$ cat config.mk
export PLATFORM = sky130hd
export DESIGN_NAME = bps_ctrl
export DESIGN_NICKNAME = d
export VERILOG_FILES = /design/src/rtl/core/bps_pkg.sv /design/src/rtl/core/bps_ctrl.sv
export SDC_FILE = /design/constraint.sdc
export NUM_CORES = 1
export LEC_CHECK = 0
export BUFFER_PORTS_ARGS = -buffer_cell sky130_fd_sc_hd__buf_2
export CORE_AREA = 2 2 39 41
export CTS_BUF_LIST = sky130_fd_sc_hd__clkbuf_4 sky130_fd_sc_hd__clkbuf_8 sky130_fd_sc_hd__clkbuf_16
export CTS_CLUSTER_SIZE = 20
export DETAILED_ROUTE_END_ITERATION = 12
export DIE_AREA = 0 0 41 43
export PLACE_DENSITY_LB_ADDON = 0.12
export SLEW_MARGIN = 20
export SYNTH_ARGS = -nofsm -noshare
export SYNTH_HDL_FRONTEND = slang
export SYNTH_SLANG_ARGS = --single-unit
$ cat constraint.sdc
create_clock -name clk -period 3.24 [get_ports clk]
set_input_delay 0 -clock clk [delete_from_list [all_inputs] [get_ports clk]]
set_output_delay 0 -clock clk [all_outputs]
set_load 0.05 [all_outputs]
$ cat src/rtl/core/bps_pkg.sv
// ----------------------------------------------------------------------------
// bps_pkg
// Shared types and constants for the bilinear pixel scaler: register
// indexes, port widths and the command/status bundles between the
// controller and the datapath.
// ----------------------------------------------------------------------------
package bps_pkg;

    localparam int CFG_INDEX_W = 2;
    localparam int CFG_DATA_W  = 23;
    localparam int COORD_W     = 10;
    localparam int PIXEL_W     = 32;
    localparam int SIZE_REG_W  = 8;
    localparam int STEP_W      = 23;

    localparam logic [CFG_INDEX_W-1:0] CFG_SOURCE_WIDTH    = 2'd0;
    localparam logic [CFG_INDEX_W-1:0] CFG_SOURCE_HEIGHT   = 2'd1;
    localparam logic [CFG_INDEX_W-1:0] CFG_HORIZONTAL_STEP = 2'd2;
    localparam logic [CFG_INDEX_W-1:0] CFG_VERTICAL_STEP   = 2'd3;

    localparam logic OP_LOAD    = 1'b0;
    localparam logic OP_COMPUTE = 1'b1;

    // Neighbor select: bit 0 picks the right column, bit 1 the lower row.
    typedef struct packed {
        logic       capture;
        logic       load_we;
        logic       mul_en;
        logic       loc_en;
        logic       rd_en;
        logic [1:0] rd_sel;
        logic       acc_clr;
        logic       acc_en;
        logic       out_load;
    } bps_cmd_t;

    typedef struct packed {
        logic load_ok;
    } bps_status_t;

endpackage

$ cat src/rtl/core/bps_ctrl.sv
// ----------------------------------------------------------------------------
// bps_ctrl
// Sequencer for the scaler: takes loads without leaving idle, walks a compute
// transaction through multiply, locate, four frame store reads and the
// final round, and owns the output valid flag.
// ----------------------------------------------------------------------------
module bps_ctrl (
    input  logic                  clk,
    input  logic                  rst_n,
    input  logic                  in_valid,
    output logic                  in_stall,
    input  logic                  opcode,
    output logic                  out_valid,
    input  logic                  out_stall,
    input  bps_pkg::bps_status_t  status,
    output bps_pkg::bps_cmd_t     cmd
);

    localparam logic [2:0] S_IDLE = 3'd0;
    localparam logic [2:0] S_MUL  = 3'd1;
    localparam logic [2:0] S_LOC  = 3'd2;
    localparam logic [2:0] S_READ = 3'd3;
    localparam logic [2:0] S_LAST = 3'd4;
    localparam logic [2:0] S_DONE = 3'd5;

    logic [2:0] state_reg;
    logic [2:0] state_next;
    logic [1:0] cnt_reg;
    logic [1:0] cnt_next;
    logic       out_valid_reg;
    logic       out_valid_next;

    assign in_stall  = (state_reg != S_IDLE);
    assign out_valid = out_valid_reg;

    always_comb
    begin
        state_next     = state_reg;
        cnt_next       = cnt_reg;
        out_valid_next = out_valid_reg;
        cmd            = '0;

        if (out_valid_reg && !out_stall)
        begin
            out_valid_next = 1'b0;
        end

        case (state_reg)
            S_IDLE:
            begin
                if (in_valid)
                begin
                    if (opcode == bps_pkg::OP_LOAD)
                    begin
                        cmd.load_we = status.load_ok;
                    end
                    else
                    begin
                        cmd.capture = 1'b1;
                        state_next  = S_MUL;
                    end
                end
            end
            S_MUL:
            begin
                cmd.mul_en = 1'b1;
                state_next = S_LOC;
            end
            S_LOC:
            begin
                cmd.loc_en  = 1'b1;
                cmd.acc_clr = 1'b1;
                cnt_next    = 2'd0;
                state_next  = S_READ;
            end
            S_READ:
            begin
                // Read neighbor cnt while summing the one fetched last cycle.
                cmd.rd_en  = 1'b1;
                cmd.rd_sel = cnt_reg;
                cmd.acc_en = (cnt_reg != 2'd0);
                cnt_next   = cnt_reg + 2'd1;
                if (cnt_reg == 2'd3)
                begin
                    state_next = S_LAST;
                end
            end
            S_LAST:
            begin
                cmd.acc_en = 1'b1;
                state_next = S_DONE;
            end
            S_DONE:
            begin
                // Hold until the output register is free.
                if (!out_valid_reg || !out_stall)
                begin
                    cmd.out_load   = 1'b1;
                    out_valid_next = 1'b1;
                    state_next     = S_IDLE;
                end
            end
            default:
            begin
                state_next = S_IDLE;
            end
        endcase
    end

    always_ff @(posedge clk or negedge rst_n)
    begin
        if (!rst_n)
        begin
            state_reg     <= S_IDLE;
            cnt_reg       <= 2'd0;
            out_valid_reg <= 1'b0;
        end
        else
        begin
            state_reg     <= state_next;
            cnt_reg       <= cnt_next;
            out_valid_reg <= out_valid_next;
        end
    end

endmodule

==> metrics.cfg <==
[synthesis]
syn_avg_cell_area_um2 = 8.438
synth_compound_area_share_pct = 16.55
synthArstFlopShare_pct = 100.0
seq_area_frac_synth_pct = 41.38
post_synth_and_or_nand_nor_area_fraction_pct = 26.55
synthMuxAreaShare_pct = 0
synth-adder-area-share_pct = 6.897
synth_top_family_by_area = simple AND/OR/NAND/NOR gates
yosysWarnings = 0
synth-xor-area-share_pct = 0
synth-edff-count = 0
synth_nets = 51
synth_area_um2 = 362.8
syn_inst = 43
yosys.cell_types.count = 23
synth_seq_cells = 6
synth-main-ff-cell = dfrtp_1

[worst_hold_path]
min_to = out_valid
holdPathStages = 3
min-delay-start = out_stall
hp-class = primary input to flip-flop

[placement]
dp_hpwl_um = 651
place_congestion = 0.6546
io_buffers = 17

[setup_path]
reg2regPathDepth = 3
r2r_start = state_reg[1]
worstSetupStartpointType = flip-flop
required_ns = 3.24
path_max_fanout = 6
reg2reg_to = state_reg[0]
end_kind = primary output
cp.arrival_ns = 1.61
ff2ff_setup_slack_ns = 2.03
criticalPathCategory = flip-flop to primary output

[clock_tree]
htreeDepth = 1
clock-sinks = 6
cts_tree = done
root_buffer = clkbuf_4
cts_made_buffers = 3
clkLatencyLatePin_ns = 0.24
clk_path_buf_depth = 2
cts_resized = 0
clk_pin_slew_ns = 0.05

[grt]
grt_first_pass_wirelength_um = 1352
track_usage_pct = 11.71
overflow = 0
grt_pass1_vias = 331
grt_antenna_before_repair = 0
grt_max_degree = 11

[route]
postRouteAntennaNets = 0
drt_iter0_drc = 12
route.detailed.drc = 0
vias = 344
firstDrtPassIters = 4
finalWirelength_um = 798
wire_per_inst_um = 10.23
viasPerCell = 4.410

[die]
ioPinCount = 18
fp.dieW_um = 41
die_area_um2 = 1763
start_util_pct = 26.22
core_um2 = 1384
num_rows = 14
die_h_um = 43

[sta]
fin_setup_tns_ns = 0
period_needed_ns = 1.611
fin_skew_ns = 0.002071
final-setup-viol-count = 0
fin_crit_sh_pct = 49.72
slew_headroom_pct = 79.38
worst_pin_slew_ns = 0.3093
finalHoldViolCount = 0
slew_violations = 0
fmax_mhz = 620.8
rsz0062_at_grt = no

[layout]
layout-drive-gt1-share_pct = 38.71
final_net_count = 72
largest_reg_flops = 3
antenna_cells = 0
n_fill_cell = 144
syn_to_final_growth_pct = 34.48

[run]
maxCapViolations = 0

[outcome]
outcome = complete, no violations

[synthesized netlist by cell type, types with 2 or more instances]
master	n	share of area, %
a21oi_1	2	2.8
nor3_1	2	2.8
o21ai_0	2	2.8
nand2b_1	2	3.4
nand2_1	5	5.2
ha_1	2	6.9
inv_1	4	4.1
nor2_1	4	4.1
dfrtp_1	6	41
[stage by stage]
stage / cell area (µm²) / std cells / util (%) / worst slack, ns / hold WS [ns]
CTS: 488.0 / 78 / 35.26 / 1.621 / 0.06187
finish: 488.0 / 78 / 35.26 / 1.629 / 0.05677
detailed placement: 455.4 / 74 / 32.91 / 1.890 / -0.1714
global placement: 455.4 / 74 / 32.91 / 1.875 / -0.1719
floorplan: 362.8 / 43 / - / 1.606 / -0.2956
global route: 488.0 / 78 / 35.26 / 1.514 / 0.08842
[worst max-delay path: stages, from the launching register on]
cell and delay (ns):
dfrtp_1 0.44, nand2b_2 0.24, or2_4 0.27, o22ai_1 0.14, buf_2 0.28
[cell type report]
type,count,area [µm²],area share [%]
multi-input cells,30,181.4,37.18
flip-flops and latches,6,150.1,30.77
repair buffers,18,95.09,19.49
clock buffers,3,22.52,4.615
well taps,16,20.02,4.103
inverters,5,18.77,3.846
[per-layer routing]
layer / vias up / global-route usage [%] / routed length (µm)
met1: 155 / 15.03 / 376
met4: 0 / 6.000 / 0
met3: 0 / 6.283 / 33
met2: 9 / 15.31 / 388
li1: 180 / - / -
met5: - / 0 / 0
[worst max-delay path by stage]
stage,start,end,slack [ns],cells past startpoint
2_1_floorplan,state_reg[2],cmd[1],1.61,3
3_3_place_gp,state_reg[2],cmd[1],1.88,4
3_5_place_dp,state_reg[2],cmd[1],1.89,4
4_1_cts,state_reg[2],cmd[1],1.62,4
5_1_grt,state_reg[2],cmd[1],1.51,4
6_report,state_reg[2],cmd[1],1.63,4
[kinds of logic (layout without fill, tap and decap cells)]
family | count (synthesis) | in the layout
buf+inv | 7 | 26
fa+ha+maj | 2 | 2
compound gates | 10 | 10
flops | 6 | 6
simple gates | 18 | 18
[what timing repair did]
action,CTS,global route
hold endpoints to repair,6,0
buffers inserted,0,0
hold buffers,1,0
[layout by cell type (no fill, tap or decap)]
| cell | n |
|---|---|
| nand2b_2 | 1 |
| inv_2 | 1 |
| nor3_1 | 2 |
| a31oi_1 | 1 |
| buf_2 | 17 |
| nand2b_1 | 2 |
| o21ai_1 | 1 |
| inv_1 | 4 |
| and3_1 | 1 |
| dlygate4sd3_1 | 1 |
| o22ai_1 | 1 |
| o21bai_1 | 1 |
| a21oi_1 | 2 |
| ha_1 | 2 |
| a211oi_1 | 1 |
| a21o_1 | 1 |
| nor2_1 | 4 |
| dfrtp_1 | 6 |
| o21ai_0 | 2 |
| nand2_1 | 5 |
| and4b_1 | 1 |
| or2_4 | 1 |
| clkbuf_4 | 3 |
| or2_2 | 1 |
Power is not shown: default switching activity piles up to over one toggle a cycle in this logic, so the estimate is an artifact.
